==> src/jch_pkg.sv <==
// Types and constants of the jump consistent hash bucket selector.
package jch_pkg;

  localparam int unsigned KeyW      = 64;
  localparam int unsigned HalfW     = 32;
  localparam int unsigned CntW      = 31;
  localparam int unsigned KeyShift  = 33;
  localparam int unsigned ScaleSh   = 31;
  localparam int unsigned NumW      = CntW + ScaleSh;   // shifted numerator width
  localparam int unsigned DenW      = KeyW - KeyShift + 1;
  localparam int unsigned RemW      = DenW + 1;
  localparam int unsigned StepCntW  = $clog2(NumW);

  localparam logic [KeyW-1:0] LcgMult = 64'h27BB_2EE6_87B0_B0FD;

  typedef enum logic [2:0] {
    S_IDLE,
    S_MUL_LL,
    S_MUL_LH,
    S_MUL_HL,
    S_KEY,
    S_DLOAD,
    S_DIV,
    S_CHECK
  } jch_state_e;

  typedef struct packed {
    logic start;
  } jch_div_req_t;

  typedef struct packed {
    logic done;
  } jch_div_rsp_t;

endpackage

==> src/jch_div.sv <==
// Restoring radix-2 divider: one quotient bit per cycle.
module jch_div
  import jch_pkg::*;
(
  input  logic            clk_i,
  input  logic            rst_ni,
  input  jch_div_req_t    req_i,
  input  logic [NumW-1:0] num_i,
  input  logic [DenW-1:0] den_i,
  output jch_div_rsp_t    rsp_o,
  output logic [NumW-1:0] quot_o
);

  logic                run_q;
  logic                done_q;
  logic [StepCntW-1:0] cnt_q;
  logic [RemW-1:0]     rem_q;
  logic [NumW-1:0]     quo_q;
  logic [DenW-1:0]     den_q;

  logic [RemW-1:0]     trial;
  logic                fits;

  // Shift one numerator bit into the partial remainder and try the subtract.
  assign trial = {rem_q[RemW-2:0], quo_q[NumW-1]};
  assign fits  = (trial >= {1'b0, den_q});

  always_ff @(posedge clk_i or negedge rst_ni) begin
    if (!rst_ni) begin
      run_q  <= 1'b0;
      done_q <= 1'b0;
      cnt_q  <= '0;
    end else begin
      done_q <= 1'b0;
      if (req_i.start) begin
        run_q <= 1'b1;
        cnt_q <= '0;
      end else if (run_q) begin
        if (cnt_q == StepCntW'(NumW - 1)) begin
          run_q  <= 1'b0;
          done_q <= 1'b1;
        end
        cnt_q <= cnt_q + StepCntW'(1);
      end
    end
  end

  always_ff @(posedge clk_i) begin
    if (req_i.start) begin
      rem_q <= '0;
      quo_q <= num_i;
      den_q <= den_i;
    end else if (run_q) begin
      rem_q <= fits ? (trial - {1'b0, den_q}) : trial;
      quo_q <= {quo_q[NumW-2:0], fits};
    end
  end

  assign rsp_o.done = done_q;
  assign quot_o     = quo_q;

endmodule

==> src/jump_consistent_hash_bucket.sv <==
// Jump consistent hash bucket selector: top level with sequencer and shared multiplier.
//
// Usage: a 64-bit hashed key enters on the input channel (in_valid_i / in_stall_o,
// payload hash_key_i) and one bucket index below the configured bucket count
// leaves on the output channel (out_valid_o / out_stall_i, payload bucket_index_o).
// A word moves at a rising edge where valid is high and stall is low.
// The bucket count is written over the APB-style port at byte address 0; a
// count of zero acts as one. Write it only while the block is idle.
// Each loop pass advances the key by a 64-bit multiply-add built from three
// 32x32 partial products on one shared multiplier, loads the divider, then
// runs a 62-step restoring division one quotient bit per cycle and checks the
// jump target, waiting there while the output register is full and stalled.
// A key takes about ln(bucket_count) + 1 passes.
// One key is worked at a time: in_stall_o is high from acceptance until the
// result is loaded into the output register. The result register holds while
// out_stall_i is high, and the next key is taken while it waits.
// Reset clears the sequencer and output valid, and sets the bucket count to 1.
module jump_consistent_hash_bucket
  import jch_pkg::*;
(
  input  logic            clk_i,
  input  logic            rst_ni,
  // configuration port
  input  logic            psel,
  input  logic            penable,
  input  logic            pwrite,
  input  logic [2:0]      paddr,
  input  logic [31:0]     pwdata,
  output logic [31:0]     prdata,
  output logic            pready,
  // input channel
  input  logic            in_valid_i,
  output logic            in_stall_o,
  input  logic [KeyW-1:0] hash_key_i,
  // output channel
  output logic            out_valid_o,
  input  logic            out_stall_i,
  output logic [CntW-1:0] bucket_index_o
);

  jch_state_e       state_q, state_d;

  logic [CntW-1:0]  count_q;
  logic [CntW-1:0]  count_eff;
  logic [KeyW-1:0]  key_q;
  logic [KeyW-1:0]  acc_q;
  logic [KeyW-1:0]  prod_q;
  logic [CntW-1:0]  cur_q;
  logic             out_valid_q;
  logic [CntW-1:0]  out_q;

  logic [HalfW-1:0] mul_a;
  logic [HalfW-1:0] mul_b;
  logic [KeyW-1:0]  mul_res;

  jch_div_req_t     div_req;
  jch_div_rsp_t     div_rsp;
  logic [NumW-1:0]  div_num;
  logic [DenW-1:0]  div_den;
  logic [NumW-1:0]  quot;

  logic             in_acc;
  logic             out_free;
  logic             pass_last;
  logic             load_out;

  // ---------------------------------------------------------------- config
  assign pready = 1'b1;
  assign prdata = {1'b0, count_q};

  always_ff @(posedge clk_i or negedge rst_ni) begin
    if (!rst_ni) begin
      count_q <= CntW'(1);
    end else if (psel && penable && pwrite && !paddr[2]) begin
      count_q <= pwdata[CntW-1:0];
    end
  end

  assign count_eff = (count_q == '0) ? CntW'(1) : count_q;

  // ---------------------------------------------------------------- sequencer
  assign in_stall_o = (state_q != S_IDLE);
  assign in_acc     = in_valid_i && !in_stall_o;
  assign out_free   = !out_valid_q || !out_stall_i;
  assign pass_last  = (quot >= {{(NumW-CntW){1'b0}}, count_eff});

  always_comb begin
    state_d       = state_q;
    div_req.start = 1'b0;
    load_out      = 1'b0;
    mul_a         = '0;
    mul_b         = '0;
    unique case (state_q)
      S_IDLE: begin
        if (in_acc) state_d = S_MUL_LL;
      end
      S_MUL_LL: begin
        mul_a   = key_q[HalfW-1:0];
        mul_b   = LcgMult[HalfW-1:0];
        state_d = S_MUL_LH;
      end
      S_MUL_LH: begin
        mul_a   = key_q[HalfW-1:0];
        mul_b   = LcgMult[KeyW-1:HalfW];
        state_d = S_MUL_HL;
      end
      S_MUL_HL: begin
        mul_a   = key_q[KeyW-1:HalfW];
        mul_b   = LcgMult[HalfW-1:0];
        state_d = S_KEY;
      end
      S_KEY: begin
        state_d = S_DLOAD;
      end
      S_DLOAD: begin
        div_req.start = 1'b1;
        state_d       = S_DIV;
      end
      S_DIV: begin
        if (div_rsp.done) state_d = S_CHECK;
      end
      S_CHECK: begin
        // Target at or past the count ends the walk; hold until the output frees.
        if (!pass_last) begin
          state_d = S_MUL_LL;
        end else if (out_free) begin
          load_out = 1'b1;
          state_d  = S_IDLE;
        end
      end
      default: state_d = S_IDLE;
    endcase
  end

  always_ff @(posedge clk_i or negedge rst_ni) begin
    if (!rst_ni) begin
      state_q <= S_IDLE;
    end else begin
      state_q <= state_d;
    end
  end

  // ---------------------------------------------------------------- datapath
  assign mul_res = mul_a * mul_b;

  always_ff @(posedge clk_i) begin
    prod_q <= mul_res;
    unique case (state_q)
      S_IDLE: begin
        if (in_acc) begin
          key_q <= hash_key_i;
          cur_q <= '0;
        end
      end
      // Fold the LCG increment into the low partial product.
      S_MUL_LH: acc_q <= prod_q + KeyW'(1);
      S_MUL_HL: acc_q[KeyW-1:HalfW] <= acc_q[KeyW-1:HalfW] + prod_q[HalfW-1:0];
      S_KEY:    key_q <= {acc_q[KeyW-1:HalfW] + prod_q[HalfW-1:0], acc_q[HalfW-1:0]};
      S_CHECK: begin
        if (!pass_last) cur_q <= quot[CntW-1:0];
      end
      default: ;
    endcase
  end

  assign div_num = {cur_q + CntW'(1), {ScaleSh{1'b0}}};
  assign div_den = {1'b0, key_q[KeyW-1:KeyShift]} + DenW'(1);

  jch_div u_div (
    .clk_i  (clk_i),
    .rst_ni (rst_ni),
    .req_i  (div_req),
    .num_i  (div_num),
    .den_i  (div_den),
    .rsp_o  (div_rsp),
    .quot_o (quot)
  );

  // ---------------------------------------------------------------- output
  always_ff @(posedge clk_i or negedge rst_ni) begin
    if (!rst_ni) begin
      out_valid_q <= 1'b0;
    end else if (load_out) begin
      out_valid_q <= 1'b1;
    end else if (!out_stall_i) begin
      out_valid_q <= 1'b0;
    end
  end

  always_ff @(posedge clk_i) begin
    if (load_out) out_q <= cur_q;
  end

  assign out_valid_o    = out_valid_q;
  assign bucket_index_o = out_q;

endmodule

==> config.mk <==
export PLATFORM = sky130hd
export DESIGN_NAME = jump_consistent_hash_bucket
export DESIGN_NICKNAME = d
export VERILOG_FILES = /design/src/jch_pkg.sv /design/src/jch_div.sv /design/src/jump_consistent_hash_bucket.sv
export SDC_FILE = /design/constraint.sdc
export NUM_CORES = 2
export LEC_CHECK = 0
export BUFFER_PORTS_ARGS = -buffer_cell sky130_fd_sc_hd__buf_2
export CAP_MARGIN = 20
export CORE_ASPECT_RATIO = 1.75
export CORE_MARGIN = 2
export CORE_UTILIZATION = 55
export DETAILED_ROUTE_END_ITERATION = 10
export GPL_TIMING_DRIVEN = 1
export PLACE_DENSITY_LB_ADDON = 0.3
export SLEW_MARGIN = 20
export SYNTH_ARGS = -nofsm -noshare
export SYNTH_HDL_FRONTEND = slang
export SYNTH_SLANG_ARGS = --single-unit
==> constraint.sdc <==
create_clock -name clk_i -period 14.6 [get_ports clk_i]
set_clock_uncertainty 0.2 [all_clocks]
set_input_delay 0.73 -clock clk_i [delete_from_list [all_inputs] [get_ports clk_i]]
set_output_delay 0.73 -clock clk_i [all_outputs]
set_load 0.005 [all_outputs]
# After elaboration in Yosys (flattened, before gate mapping)
# Cells that the tools add are included.
# Widths: inputs -> output; s select.
[op_classes] reduce_logical=21 magnitude_cmp=2 n_mux=31 eq_ne=13 n_mul=1 addsub=6
[op_table] operator="$pmux 32 s2" n=3
[op_table] operator="$pmux 64 s2" n=1
[op_table] operator="$mux 62" n=2
[op_table] operator="$mux 31" n=3
[op_table] operator="$add 64x1->64 const B" n=1
[op_table] operator="$mul 32x32->64" n=1
[op_table] operator="$mux 64" n=1
[op_table] operator="$ge 62x31->1" n=1
[op_table] operator="$pmux 31 s2" n=1
[op_table] operator="$ge 33x32->1" n=1
[op_table] operator="$add 31x1->32 const B" n=1
[op_table] operator="$add 32x32->32" n=1
[op_table] operator="$mux 32" n=1
[op_table] operator="$sub 32x32->32" n=1
[op_table] operator="$add 31x1->31 const B" n=1
[op_table] operator="$logic_not 31->1" n=1
[op_table] operator="$pmux 3 s8" n=1
[op_table] operator="$eq 3x3->1 const B" n=4
[op_table] operator="$mux 1" n=12
[op_table] operator="$mux 3" n=4
[op_table] operator="$mux 6" n=2
[op_table] operator="$reduce_bool 2->1" n=4
[op_table] operator="$add 6x1->6 const B" n=1
[op_table] operator="$eq 3x2->1 const B" n=2
[op_table] operator="other kinds (13)" n=23
[word_totals] output_inout_bits=66 word_cells=90 register_bits=423 in_bits=106

# Longest topological paths before layout
[depth] depth_word=6 mapped_depth=36 mapped_depth_nobuf=34

# By module
# From an unflattened synthesis, not the netlist that was laid out.
[hier_totals] hier_cells=4610 area_unflattened_um2=47240.3
[modules_own_cells] mod="jump_consistent_hash_bucket" cells_each=3971 n_inst=1 seq_area_each_um2=7863.8 area_each_um2=39920.8
[modules_own_cells] mod="jch_div" cells_each=639 n_inst=1 seq_area_each_um2=3663.5 area_each_um2=7319.5

# Worst setup path before layout
# No wires, ideal clock.
[synth_timing] path_type="register to register" from="register state_q[1]" to="register prod_q[58]" path_stages_with_launch=33 slack_ps=5531 synth_period_minus_slack_ps=9069 t_arrival_ps=8749 setup_ps=120 path_cell_list="dfrtp_1 ha_1 nor2b_1 clkbuf_1 clkbuf_1 buf_1 a22o_1 inv_1 nor2_1 fa_1 inv_1 fa_1 fa_1 fa_1 inv_1 fa_1 fa_1 fa_1 inv_1 fa_1 inv_1 ha_1 clkbuf_1 nand2_1 nor3_1 nand4_1 a311oi_1 o21ai_2 o32ai_1 o211ai_1 nand2b_1 a41oi_1 xnor2_1"
[synth_between] elab_chain_len=4 elab_cells_between_ends=8 cone_classes="1 x mul; 3 x eq/ne; 2 x mux; 2 x reduce/logical"
[synth_rtl] element="from (decl)" line="jump_consistent_hash_bucket.sv:41" source="jch_state_e state_q, state_d;"
[synth_rtl] element="from (signal assigned)" line="jump_consistent_hash_bucket.sv:139" source="state_q <= state_d;"
[synth_rtl] element="$eq 3x2->1 or $eq 3x1->1 (tied branches)" line="jump_consistent_hash_bucket.sv:93" source="unique case (state_q)"
[synth_rtl] element="$reduce_or 2->1 (no source line)"
[synth_rtl] element="$pmux 32 s2" line="jump_consistent_hash_bucket.sv:93"
[synth_rtl] element="$mul 32x32->64 (*)" line="jump_consistent_hash_bucket.sv:144" source="assign mul_res = mul_a * mul_b;"
[synth_rtl] element="named net mul_res[58]" line="jump_consistent_hash_bucket.sv:54" source="logic [KeyW-1:0] mul_res;"
[synth_rtl] element="to (signal assigned)" line="jump_consistent_hash_bucket.sv:147" source="prod_q <= mul_res;"
[synth_rtl] element="to (decl)" line="jump_consistent_hash_bucket.sv:47" source="logic [KeyW-1:0] prod_q;"
# The timed path passes the listed nets; every way through them passes the cells marked *.
# A chain may end at the register's enable or synchronous reset.

# Worst setup path after layout
# Ends and elaborated chain as after synthesis.

==> run_results.csv <==
group,metric,value,unit
synth,synthCells,4674,
clock_tree,clkTransAtPathRegs,0.07,ns
synth,ys_warn_count,0,
floorplan,io-pin-count,172,
critical_path,cp-start-kind,"flop",
global_route,overflow,0,
sta,timing_hold_violations_final,0,
global_route,vias_in_the_first_global_route,35616,
critical_path,crit_path_max_incr_delay,0.90,ns
global_route,grt_first_pass_wirelength,212,mm
clock_tree,cts_tree,"yes",
detailed_routing,drtIter0Drc,1826,
critical_path,slowest_stage,"nor2_1",
synth,async_flop_share,10.2,%
placement,port_buffers,166,
clock_tree,post_cts.resized_instances,0,
clock_tree,ctsHoldBuffers,0,
placement,post-dp-hpwl,120,mm
final_layout,synthToLayoutAreaGrowth,7.95,%
final_layout,most-common-layout-cells,"inv_1, fa_1, ha_1",
detailed_routing,detailedRoute.firstPassIterationCount,5,
placement,dpl_cell_area,48900,um^2
critical_path,worst-path-max-fanout,47,
run_status,outcome,"complete, no violations",
synth,most_instantiated_flip_flop_cell_in_the_synthesis_netlist,"edfxtp_1",
synth,fraction_of_the_yosys_area_taken_by_sequential_cells,24.1,%
critical_path,cp.required,14.86,ns
clock_tree,post-cts-setup-buffers,0,
synth,yosysUniqueCellTypes,80,
final_layout,finish.net_count,6123,
sta,final_period_minus_worst_setup_slack,11.22,ns
critical_path,kind_of_critical_path,"flop to flop",
detailed_routing,routed_wl,141,mm
critical_path,worst-path-buf-inv,7,
sta,final_max_slew_viol_count,0,
detailed_routing,avgViaCountPerCell,5.62,
global_route,gr-usage-all-layers,33.3,%
floorplan,die-width,224,um
final_layout,fillers,7163,
power,p_leak,0.0264,uW
critical_path,critical_path.most_common_cell,"fa_1",
clock_tree,cts.path.max_buffers,3,
synth,synth_enable_flop_cells,253,
critical_path,type_of_element_capturing_the_critical_path,"flop",
sta,final.setup.worst_slack,3.38,ns
clock_tree,clock_tree.htree_level_count,2,
floorplan,floorplan.die_area,87000,um^2
floorplan,starting_density_of_the_core,55.3,%
power,vdd_ir_drop_max,0.0681,mV
sta,timing.fmax,89.1,MHz
clock_tree,cts_inserted_buffers,39,
synth,synth_nets,5949,
synth,synth.cell_area,46500,um^2
sta,finalSetupViolations,0,
global_route,grt_max_degree,84,
floorplan,placement_rows,141,
clock_tree,root_buffer,"clkbuf_16",
detailed_routing,final_antenna_net_count,0,
sta,setup_tns,0,ns
placement,place_worst_setup_slack,3.47,ns
final_layout,final_layout_size_suffix_gt1_share,8.38,%
sta,timing_worst_slew_pin_value,1.25,ns
detailed_routing,vias,33472,
final_layout,layout_commonest_cell,"inv_1",
detailed_routing,drc,0,
min_path,worst_hold_path_type,"input pin to asynchronous set/reset pin",
critical_path,critical-path-top-delay-family,"adder cells",
clock_tree,clk_latency_worst_skew_pair,0.58,ns
synth,synth-seq-cells,423,
final_layout,final_cell_area,50200,um^2
critical_path,crit_arrival,11.48,ns
sta,layout_worst_path_cycle_share,76.9,%
power,power_density,49.8,nW/um^2
placement,gpl.final_weighted_congestion,1.06,
sta,slew_headroom,16.7,%
clock_tree,clock_sinks,423,
detailed_routing,route.detailed.wl_per_inst,23.7,um
floorplan,placeableCoreArea,84200,um^2
global_route,number_of_antenna_violations_at_the_first_check_in_global_routing,3,
job,max-cap-violations,0,
synth,post_synth.cell_area_avg,9.95,um^2
floorplan,die-height,389,um
sta,grt_setup_unrepaired,"no",
==> cells by family (layout without fill, tap and decap cells) <==
group,count (synthesis),count (layout),synth area share (%)
compound gates,609,609,8.12
xor+xnor,264,264,4.97
other cells,2,3,0.0161
flops,423,423,24.1
fa+ha+maj,1169,1169,41.4
buf+inv,1260,1464,10.2
simple gates,837,837,8.59
mux,110,110,2.55
==> synthesized netlist by cell type (all sizes together), types with 5 or more instances <==
cell,instances,area [um^2]
inv,1151,4320
fa,617,12400
ha,552,6910
edfxtp,253,7600
nand2,246,926
nor2,202,761
o21ai,183,920
xnor2,181,1590
a21oi,151,767
dfxtp,127,2540
nand3,108,541
clkbuf,83,312
xor2,83,727
and3,81,507
a21o,75,563
mux2,68,766
dfrtp,42,1050
mux2i,42,420
nand4,41,257
nor3,39,195
a31oi,37,231
a22oi,28,210
o21a,24,180
nor2b,23,144
o21bai,23,173
nor4,22,138
buf,20,110
nand2b,16,100
and2,14,87.6
or2,14,87.6
o211ai,12,90.1
a211oi,10,75.1
and4,10,87.6
a22o,8,70.1
o31ai,8,60.1
a211o,6,52.6
clkinv,6,22.5
nand3b,6,45.0
o22ai,6,37.5
or3,6,42.5
a31o,5,43.8
o221ai,5,43.8
==> flip-flops by register name (all words and copies together) (netlist names), 32 cells and up <==
| signal | cells |
|---|---|
| u_div.den_q | 32 |
| acc_q | 64 |
| u_div.rem_q | 32 |
| u_div.quot_o | 62 |
| key_q | 64 |
| prod_q | 64 |
==> cell type report <==
class,instances,area (um^2),area share (%)
flip-flops and latches,423,11200,22.3
clock inverters,19,253,0.503
repair buffers,236,1380,2.74
multi-input cells,2991,30600,60.9
inverters,1157,4340,8.65
well taps,1072,1340,2.67
clock buffers,52,1090,2.17
diodes,1,2.50,0.00498
==> per-stage QoR <==
stage / util (%) / cells / power (uW) / hold WS, ns
2_1_floorplan: - / 4674 / 1370 / 0.234
3_3_place_gp: 58.0 / 5878 / 1430 / 0.268
3_5_place_dp: 58.1 / 5879 / 1440 / 0.272
4_1_cts: 59.7 / 5950 / 2520 / 0.0592
5_1_grt: 59.7 / 5951 / 2570 / 0.0994
6_report: 59.7 / 5951 / 2500 / 0.0533
==> power by group <==
| group | internal, uW | switching (uW) | leakage, uW |
|---|---|---|---|
| sequential | 1270 | 29.8 | 0.00375 |
| clock | 620 | 473 | 0.000659 |
| combinational | 55.7 | 49.8 | 0.0220 |
| total | 1950 | 553 | 0.0264 |
==> routing by layer <==
metal	share of wire (%)	global-route usage [%]	up-vias
met1	32	31.9	16602
met4	12	30.9	2
met3	4.0	3.45	469
met5	0.0092	0	-
met2	52	61.6	1070
li1	-	-	15329
==> final timing paths <==
check,slack [ns],endpoint,depth (start not counted),startpoint
setup / recovery,3.38,prod_q[58]$_DFF_P_,31,state_q[1]$_DFFE_PN0P_
hold / removal,0.05,count_q[21]$_DFFE_PN0P_,2,rst_ni
setup reg to reg,3.38,prod_q[58]$_DFF_P_,31,state_q[1]$_DFFE_PN0P_
hold reg to reg,0.28,u_div.rem_q[3]$_SDFFE_PP0P_,2,u_div.rem_q[2]$_SDFFE_PP0P_
max in group asynchronous,13.66,u_div.run_q$_DFF_PN0_,2,rst_ni
min in group clk_i,0.19,count_q[17]$_DFFE_PN0P_,2,pwdata[17]
(Power assumes the default switching activity.)
